File: config.mk
export PLATFORM = sky130hd
export DESIGN_NAME = pwm_prescaler_period_search_top
export DESIGN_NICKNAME = d
export VERILOG_FILES = /design/src/design/pps_pkg.sv /design/src/design/pps_div.sv /design/src/design/pwm_prescaler_period_search_top.sv
export SDC_FILE = /design/constraint.sdc
export NUM_CORES = 2
export LEC_CHECK = 0
export BUFFER_PORTS_ARGS = -buffer_cell sky130_fd_sc_hd__buf_2
export CAP_MARGIN = 20
export CORE_MARGIN = 5
export CORE_UTILIZATION = 65
export CTS_BUF_LIST = sky130_fd_sc_hd__clkbuf_4 sky130_fd_sc_hd__clkbuf_8 sky130_fd_sc_hd__clkbuf_16
export DETAILED_ROUTE_END_ITERATION = 12
export GPL_TIMING_DRIVEN = 0
export PLACE_DENSITY = 0.81
export SLEW_MARGIN = 20
export SYNTH_ARGS = -nofsm -noshare
export SYNTH_HDL_FRONTEND = slang
export SYNTH_HIERARCHICAL = 1
export SYNTH_SLANG_ARGS = --single-unit
File: constraint.sdc
create_clock -name clk_i -period 7.62 [get_ports clk_i]
set_input_delay 0 -clock clk_i [delete_from_list [all_inputs] [get_ports clk_i]]
set_output_delay 0 -clock clk_i [all_outputs]
set_load 0.02 [all_outputs]
File: src/design/pps_pkg.sv
// Package for the PWM prescaler and period search: constants, codes and sequencer states.
`timescale 1ns / 1ps
package pps_pkg;

  // Largest period resolution the search starts from.
  localparam int unsigned MaxResolutionBitsDef = 16;

  // Width of the shared divider operands.
  localparam int unsigned DivW = 32;

  // Configuration port.
  localparam int unsigned CfgIdxW  = 2;
  localparam int unsigned CfgDataW = 32;

  localparam logic [CfgIdxW-1:0] CFG_CLOCK_HZ      = 2'd0;
  localparam logic [CfgIdxW-1:0] CFG_MIN_RES_BITS  = 2'd1;
  localparam logic [CfgIdxW-1:0] CFG_MAX_DEV_Q16   = 2'd2;

  localparam logic [31:0] CLOCK_HZ_RST   = 32'd170000000;
  localparam logic [4:0]  MIN_RES_RST    = 5'd8;
  localparam logic [15:0] MAX_DEV_RST    = 16'd655;

  // Largest prescaler the timer can take.
  localparam logic [16:0] PSC_MAX = 17'd65536;

  typedef enum logic [1:0] {
    STATUS_OK       = 2'd0,
    STATUS_FALLBACK = 2'd1,
    STATUS_NONE     = 2'd2
  } status_e;

  typedef enum logic [2:0] {
    ST_IDLE,
    ST_DIV_CLK,
    ST_TRIAL,
    ST_DIV_ACT,
    ST_CHECK,
    ST_FINISH
  } state_e;

endpackage

File: src/design/pps_div.sv
// Shared restoring divider: one quotient bit per cycle.
`timescale 1ns / 1ps
module pps_div import pps_pkg::*; (
  input  logic            clk_i,
  input  logic            rst_ni,
  input  logic            start_i,
  input  logic [DivW-1:0] num_i,
  input  logic [DivW-1:0] den_i,
  output logic            done_o,
  output logic [DivW-1:0] quot_o
);

  localparam int unsigned CntW = $clog2(DivW);

  logic            busy_q;
  logic            done_q;
  logic [CntW-1:0] cnt_q;
  logic [DivW-1:0] rem_q;
  logic [DivW-1:0] quot_q;
  logic [DivW-1:0] den_q;

  logic [DivW:0]   rem_sh;
  logic [DivW:0]   rem_sub;
  logic            fits;

  // Bring down the next numerator bit and try the subtraction.
  always_comb begin
    rem_sh  = {rem_q, quot_q[DivW-1]};
    rem_sub = rem_sh - {1'b0, den_q};
    fits    = (rem_sh >= {1'b0, den_q});
  end

  always_ff @(posedge clk_i or negedge rst_ni) begin
    if (!rst_ni) begin
      busy_q <= 1'b0;
      done_q <= 1'b0;
      cnt_q  <= '0;
    end else begin
      done_q <= 1'b0;
      if (start_i) begin
        busy_q <= 1'b1;
        cnt_q  <= '0;
      end else if (busy_q) begin
        cnt_q <= cnt_q + 1'b1;
        if (cnt_q == CntW'(DivW - 1)) begin
          busy_q <= 1'b0;
          done_q <= 1'b1;
        end
      end
    end
  end

  always_ff @(posedge clk_i) begin
    if (start_i) begin
      rem_q  <= '0;
      quot_q <= num_i;
      den_q  <= den_i;
    end else if (busy_q) begin
      rem_q  <= fits ? rem_sub[DivW-1:0] : rem_sh[DivW-1:0];
      quot_q <= {quot_q[DivW-2:0], fits};
    end
  end

  assign done_o = done_q;
  assign quot_o = quot_q;

endmodule

File: src/design/pwm_prescaler_period_search_top.sv
// Top level of the PWM prescaler and period search with its sequencer and result register.
`timescale 1ns / 1ps
// A request first divides clock_hz by target_hz on the shared serial divider, then walks
// the resolutions from the top down: each is skipped, or when valid gets a division of
// clock_hz by the prescaled period and a tolerance check. A search ends in the finish state,
// which loads the result; a zero target goes straight there. Requests are taken only in idle,
// once the result is loaded, which a stalled result delays. Reset (rst_ni low, asynchronous)
// empties the result register, idles the sequencer and loads the configuration defaults.
module pwm_prescaler_period_search_top import pps_pkg::*; #(
  parameter int unsigned MAX_RESOLUTION_BITS = MaxResolutionBitsDef
) (
  input  logic                clk_i,
  input  logic                rst_ni,
  // Configuration writes
  input  logic                cfg_we_i,
  input  logic [CfgIdxW-1:0]  cfg_index_i,
  input  logic [CfgDataW-1:0] cfg_data_i,
  // Request channel
  input  logic                in_valid_i,
  output logic                in_stall_o,
  input  logic [31:0]         target_hz_i,
  // Result channel
  output logic                out_valid_o,
  input  logic                out_stall_i,
  output logic [15:0]         prescaler_minus_one_o,
  output logic [15:0]         period_minus_one_o,
  output logic [31:0]         actual_hz_o,
  output logic [4:0]          resolution_bits_o,
  output logic [1:0]          status_o
);

  // Width of the resolution counter, enough to hold MAX_RESOLUTION_BITS itself.
  localparam int unsigned BitsW = $clog2(MAX_RESOLUTION_BITS + 1);

  // Configuration registers. Software is to write them only while the block is idle, which
  // it does not enforce; the sequencer reads them directly, taking no copy per request.
  logic [31:0] clock_hz_q;
  logic [4:0]  min_res_q;
  logic [15:0] max_dev_q;

  always_ff @(posedge clk_i or negedge rst_ni) begin
    if (!rst_ni) begin
      clock_hz_q <= CLOCK_HZ_RST;
      min_res_q  <= MIN_RES_RST;
      max_dev_q  <= MAX_DEV_RST;
    end else if (cfg_we_i) begin
      case (cfg_index_i)
        CFG_CLOCK_HZ:     clock_hz_q <= cfg_data_i[31:0];
        CFG_MIN_RES_BITS: min_res_q  <= cfg_data_i[4:0];
        CFG_MAX_DEV_Q16:  max_dev_q  <= cfg_data_i[15:0];
        default: ;
      endcase
    end
  end

  // A minimum resolution of zero behaves as one.
  logic [4:0] lo_bits;
  assign lo_bits = (min_res_q == 5'd0) ? 5'd1 : min_res_q;

  // Sequencer state and working registers.
  state_e           state_q, state_d;
  logic [31:0]      target_q;
  logic [47:0]      dev_lim_q;   // max_deviation_q16 * target, the tolerance bound
  logic [31:0]      divisor_q;   // clock_hz / target
  logic [BitsW-1:0] bits_q;      // resolution under trial
  logic [16:0]      psc_q;       // prescaler of the current trial
  logic [15:0]      best_psc_q;
  logic [15:0]      best_per_q;
  logic [31:0]      best_act_q;
  logic [BitsW-1:0] best_bits_q;
  status_e          best_st_q;

  // Result register.
  logic             out_valid_q;
  logic [15:0]      out_psc_q;
  logic [15:0]      out_per_q;
  logic [31:0]      out_act_q;
  logic [4:0]       out_bits_q;
  status_e          out_st_q;

  // Shared divider.
  logic        div_start;
  logic [31:0] div_num;
  logic [31:0] div_den;
  logic        div_done;
  logic [31:0] div_quot;

  pps_div u_div (
    .clk_i   (clk_i),
    .rst_ni  (rst_ni),
    .start_i (div_start),
    .num_i   (div_num),
    .den_i   (div_den),
    .done_o  (div_done),
    .quot_o  (div_quot)
  );

  // Trial arithmetic for the resolution under test.
  logic [31:0] psc_full;
  logic        psc_ok;
  logic        trials_over;
  logic [31:0] act_diff;
  logic        in_tol;
  logic        in_acc;
  logic        out_acc;
  logic        res_load;

  always_comb begin
    psc_full    = divisor_q >> bits_q;
    psc_ok      = (psc_full != 32'd0) && (psc_full <= 32'(PSC_MAX));
    trials_over = (5'(bits_q) < lo_bits);
    act_diff    = (div_quot > target_q) ? (div_quot - target_q) : (target_q - div_quot);
    in_tol      = ({act_diff, 16'd0} < dev_lim_q);
    in_acc      = in_valid_i && !in_stall_o;
    out_acc     = out_valid_q && !out_stall_i;
  end

  // Next state and control.
  always_comb begin
    state_d   = state_q;
    div_start = 1'b0;
    div_num   = clock_hz_q;
    div_den   = 32'(psc_full[16:0]) << bits_q;
    res_load  = 1'b0;
    case (state_q)
      ST_IDLE: begin
        div_den = target_hz_i;
        if (in_valid_i) begin
          if (target_hz_i == 32'd0) begin
            state_d = ST_FINISH;
          end else begin
            div_start = 1'b1;
            state_d   = ST_DIV_CLK;
          end
        end
      end
      ST_DIV_CLK: begin
        if (div_done) begin
          state_d = ST_TRIAL;
        end
      end
      ST_TRIAL: begin
        if (trials_over) begin
          state_d = ST_FINISH;
        end else if (psc_ok) begin
          div_start = 1'b1;
          state_d   = ST_DIV_ACT;
        end
      end
      ST_DIV_ACT: begin
        if (div_done) begin
          state_d = ST_CHECK;
        end
      end
      ST_CHECK: begin
        state_d = in_tol ? ST_FINISH : ST_TRIAL;
      end
      ST_FINISH: begin
        // Wait until the result register is free or is being emptied this cycle.
        if (!out_valid_q || !out_stall_i) begin
          res_load = 1'b1;
          state_d  = ST_IDLE;
        end
      end
      default: begin
        state_d = ST_IDLE;
      end
    endcase
  end

  assign in_stall_o = (state_q != ST_IDLE);

  always_ff @(posedge clk_i or negedge rst_ni) begin
    if (!rst_ni) begin
      state_q     <= ST_IDLE;
      out_valid_q <= 1'b0;
    end else begin
      state_q <= state_d;
      if (res_load) begin
        out_valid_q <= 1'b1;
      end else if (out_acc) begin
        out_valid_q <= 1'b0;
      end
    end
  end

  // Working datapath. The best-so-far fields start as the "nothing valid" answer and are
  // overwritten by every valid trial, so the last valid resolution survives as the fallback.
  always_ff @(posedge clk_i) begin
    case (state_q)
      ST_IDLE: begin
        if (in_acc) begin
          target_q    <= target_hz_i;
          dev_lim_q   <= 48'(max_dev_q) * 48'(target_hz_i);
          bits_q      <= BitsW'(MAX_RESOLUTION_BITS);
          best_psc_q  <= '0;
          best_per_q  <= '0;
          best_act_q  <= '0;
          best_bits_q <= '0;
          best_st_q   <= STATUS_NONE;
        end
      end
      ST_DIV_CLK: begin
        if (div_done) begin
          divisor_q <= div_quot;
        end
      end
      ST_TRIAL: begin
        if (!trials_over) begin
          psc_q <= psc_full[16:0];
          if (!psc_ok) begin
            bits_q <= bits_q - 1'b1;
          end
        end
      end
      ST_CHECK: begin
        best_psc_q  <= 16'(psc_q - 17'd1);
        best_per_q  <= 16'((17'd1 << bits_q) - 17'd1);
        best_act_q  <= div_quot;
        best_bits_q <= bits_q;
        best_st_q   <= in_tol ? STATUS_OK : STATUS_FALLBACK;
        bits_q      <= bits_q - 1'b1;
      end
      default: ;
    endcase
  end

  always_ff @(posedge clk_i) begin
    if (res_load) begin
      out_psc_q  <= best_psc_q;
      out_per_q  <= best_per_q;
      out_act_q  <= best_act_q;
      out_bits_q <= 5'(best_bits_q);
      out_st_q   <= best_st_q;
    end
  end

  assign out_valid_o           = out_valid_q;
  assign prescaler_minus_one_o = out_psc_q;
  assign period_minus_one_o    = out_per_q;
  assign actual_hz_o           = out_act_q;
  assign resolution_bits_o     = out_bits_q;
  assign status_o              = out_st_q;

  // The divider only reports completion while the sequencer waits for it.
  assert property (@(posedge clk_i) disable iff (!rst_ni)
    div_done |-> (state_q == ST_DIV_CLK || state_q == ST_DIV_ACT))
    else $error("divider finished outside a division state");

  // A request with no valid setting reports all fields as zero.
  assert property (@(posedge clk_i) disable iff (!rst_ni)
    (out_valid_o && status_o == STATUS_NONE) |->
      (resolution_bits_o == 5'd0 && actual_hz_o == 32'd0 &&
       prescaler_minus_one_o == 16'd0 && period_minus_one_o == 16'd0))
    else $error("no-setting result carries non-zero fields");

  // A valid setting has a resolution in range and a matching period.
  assert property (@(posedge clk_i) disable iff (!rst_ni)
    (out_valid_o && status_o != STATUS_NONE) |->
      (resolution_bits_o != 5'd0 && resolution_bits_o <= 5'(MAX_RESOLUTION_BITS) &&
       period_minus_one_o == 16'((17'd1 << resolution_bits_o) - 17'd1)))
    else $error("resolution and period of the result disagree");

  // A request taken while a result waits must not disturb the waiting result.
  assert property (@(posedge clk_i) disable iff (!rst_ni)
    (out_valid_o && out_stall_i) |=> $stable(out_act_q) && $stable(out_bits_q))
    else $error("waiting result changed");

endmodule

==> impl_metrics.json <==
{
  "ys_seq_area_share_pct": 29.90,
  "netlist_area_sq_um": 41630,
  "io_pins": 144,
  "layout.filler_cells": 4626,
  "setup_viol": 0,
  "timing.final.max_slew_violations": 0,
  "result_of_the_run": "finished, final reports clean",
  "post-route-period-util_pct": 97.30,
  "worst_ep_arrival_time_ns": 7.76,
  "hold_path_class": "primary input to async pin",
  "detailed_place_hpwl_um": 103100,
  "dominantRegCellSynth": "edfxtp_1",
  "synth.area.top_cells": "edfxtp_1, fa_1, ha_1",
  "simple_gate_fraction_of_synth_area_pct": 13.89,
  "met1_usage_pct": 49.27,
  "finalCoreUtilization_pct": 72.94,
  "worst_setup_path_end": "dev_lim_q[47]",
  "die_outline_height_um": 263.1,
  "final_estimated_routing_congestion_in_global_placement": 1.002,
  "grtUsageTotal_pct": 38.00,
  "drv_cap": 0,
  "fmaxAchievable_ghz": 0.1349,
  "tritoncts_clock_tree": "done",
  "placed_instance_area_sq_um": 43710,
  "synth_top_family_by_area": "adder cells",
  "netlist_instances": 4215,
  "area.sequential_sq_um": 12450,
  "grt_met2_use_pct": 61.29,
  "coreArea_sq_um": 63310,
  "grt-busiest-layer": "met2",
  "finalWirelength_um": 133000,
  "cts_root_buf": "clkbuf_16",
  "most_common_cell_in_the_netlist": "inv_1",
  "r2r_start": "max_dev_q[2]",
  "fin_crit_ns": 7.414,
  "cp_data_required_time_ns": 7.96,
  "finClkSkew_ns": 0.03681,
  "clock_tree.htree_level_count": 2,
  "async_reset_ff_share_pct": 14.71,
  "route.detailed.drc": 0,
  "synthXorXnorAreaFrac_pct": 2.483,
  "post_synth.cell_area_avg_sq_um": 9.877,
  "post_synthesis_compound_gate_area_fraction_pct": 11.12,
  "firstDrtPassIters": 8,
  "finalHoldViolCount": 0,
  "netlist.area_leader.share_pct": 24.45,
  "drt-wirelength-per-cell_um": 24.70,
  "die_width_um": 263.1,
  "nNetsFinal": 5244,
  "multiInputGateArea_sq_um": 25930,
  "clkTransAtPathRegs_ns": 0.06,
  "post_synth_mux_area_share_pct": 6.540,
  "groute.layer.met3.usage_pct": 8.983,
  "cts_buffers": 49,
  "maximum_number_of_pins_on_one_net_before_global_route_repair": 45,
  "port_buffers": 143,
  "yosys-top-cells-count": "inv_1, nand2_1, fa_1",
  "grt.overflow.total": 0,
  "antenna_found_initial": 12,
  "slew_headroom_pct": 15.82,
  "die_area_sq_um": 69210,
  "clock_sink_count": 435,
  "max-clock-path-buffers": 3,
  "synth_seq_cells": 435,
  "dp_slack_ns": -0.6558,
  "worstMarginPinSlew_ns": 1.263,
  "synth_fa_ha_area_share_pct": 28.06,
  "end_of_the_worst_register_to_register_path": "dev_lim_q[46]",
  "netlist-cell-type-count": 98,
  "final_antenna_net_count": 0,
  "crit_path_max_fanout": 10,
  "reg2reg_depth": 21,
  "rows": 92,
  "initial_core_util_pct": 65.75,
  "avgViaCountPerCell": 6.263,
  "vias": 33740,
  "synth_net_count": 4967,
  "drive_gt1_share_pct": 11.87,
  "cp-end-kind": "flip-flop",
  "timing.critical_path.from": "target_hz_i[21]",
  "number_of_enable_type_register_cells_in_the_synthesized_netlist": 339,
  "number_of_global_route_vias_before_repair": 34250,
  "finalInstanceArea_sq_um": 46180,
  "areaGrowthSynthToFinish_pct": 10.93,
  "first_iter_violations": 3822,
  "worstSetupPathType": "primary input to flip-flop",
  "yosys_warnings": 6,
  "worstSetupStartpointType": "primary input",
  "worstSkewPairLatency_ns": 0.61,
  "grt_pass1_wl_um": 203300,
  "r2r_setup_slack_ns": 0.23,
  "post-route-worst-setup-slack_ns": 0.2056,
  "yosysTopAreaCell": "edfxtp_1"
}
[logic make-up (layout without fill, tap and decap cells)]
group           after synthesis  after routing
fa+ha+maj                   681            681
flops                       435            435
other cells                   0              8
compound gates              696            696
mux                         208            208
simple gates               1221           1221
xor+xnor                    118            118
buf+inv                     856           1174
[through the flow]
step                hold slack [ns]  TNS (ns)  instances
floorplan                   -0.2956         0       4215
global placement             0.1902   -197.54       5204
detailed placement         -0.04308    -3.620       5223
CTS                         0.01455         0       5385
global route                0.02972  -0.01333       5380
finish                      0.04055         0       5387
[metal layers]
metal | wire [um] | vias to the layer above
li1 | - | 14710
met1 | 49410 | 16550
met2 | 61440 | 2036
met3 | 14230 | 440
met4 | 7949 | 2
met5 | 16 | -
[registers in the layout, summed over array words and instances, names as in the netlist, 16 cells and up]
register / cells
dev_lim_q: 48
actual_hz_o: 32
best_act_q: 32
clock_hz_q: 32
divisor_q: 32
target_q: 32
u_div/den_q: 32
u_div/quot_o: 32
u_div/rem_q: 32
best_per_q: 16
best_psc_q: 16
max_dev_q: 16
period_minus_one_o: 16
prescaler_minus_one_o: 16
psc_q: 16
[worst min path at each step]
| stage | start | endpoint | slack, ns |
|---|---|---|---|
| after floorplan | rst_ni | clock_hz_q[0] | -0.30 |
| after global routing | rst_ni | clock_hz_q[25] | 0.03 |
| final | rst_ni | clock_hz_q[25] | 0.04 |
| after detailed placement | rst_ni | clock_hz_q[23] | -0.04 |
| after CTS | rst_ni | clock_hz_q[25] | 0.01 |
| after global placement | target_hz_i[25] | target_q[25] | 0.19 |
[worst max-delay path, stage by stage]
cell and delay, ns:
dlygate4sd3_1 0.52, buf_2 0.37, clkbuf_1 0.72, nand2_1 0.17, fa_1 0.54, fa_1 0.48, fa_1 0.57, inv_1 0.06
fa_1 0.45, fa_1 0.52, inv_1 0.05, fa_1 0.50, inv_1 0.05, ha_1 0.26, clkbuf_1 0.31, nand3_1 0.26
nor4_1 0.32, o221ai_1 0.34, o2111ai_1 0.27, o21bai_1 0.13, o21ai_0 0.41, a221o_1 0.23, a21oi_1 0.08, xnor2_1 0.13
[layout by cell type (no fill, tap or decap), types with 14 or more instances in the layout]
cell type / Yosys / layout
xnor2_1: 78 / 78
o21bai_1: 25 / 25
buf_2: 41 / 185
nand2_1: 494 / 494
dfstp_2: 19 / 18
clkbuf_16: 0 / 49
dlygate4sd3_1: 0 / 69
nand3_1: 49 / 49
nor4_1: 26 / 25
a31oi_1: 28 / 28
a21o_1: 71 / 71
xor2_1: 40 / 40
and3_1: 31 / 31
mux4_2: 38 / 38
mux2i_1: 62 / 62
nand2b_1: 21 / 21
dfrtp_1: 45 / 44
clkbuf_2: 0 / 18
edfxtp_1: 339 / 339
o211ai_1: 14 / 14
nand4_1: 43 / 43
inv_1: 620 / 619
and2_1: 222 / 221
nor2b_1: 21 / 21
a311oi_1: 20 / 17
clkbuf_1: 163 / 138
mux2_2: 105 / 105
nor3_1: 46 / 44
o21a_1: 16 / 16
nor2_1: 226 / 225
fa_1: 421 / 421
a21oi_1: 201 / 199
o31ai_1: 15 / 15
o21ai_0: 122 / 120
dfxtp_1: 32 / 32
buf_4: 6 / 17
a211oi_1: 23 / 23
ha_1: 260 / 260
o22ai_1: 14 / 14
[area by class of cell]
cell class / count / share of cell area [%]
Buffer: 223 / 2.121
Tap cell: 846 / 2.292
Sequential cell: 435 / 26.96
Inverter: 627 / 5.096
Timing Repair Buffer: 232 / 3.628
Antenna cell: 8 / 0.04335
Multi-Input combinational cell: 2924 / 56.15
Clock buffer: 60 / 2.888
Clock inverter: 32 / 0.8210
[repair_timing]
item / CTS / global route
hold endpoints to repair: 158 / 0
buffers inserted: 0 / 0
setup endpoints to repair: 4 / 13
gates resized for setup: 5 / 39
hold buffers: 70 / 0
Power is not shown: default switching activity piles up to over one toggle a cycle in this logic, so the estimate is an artifact.
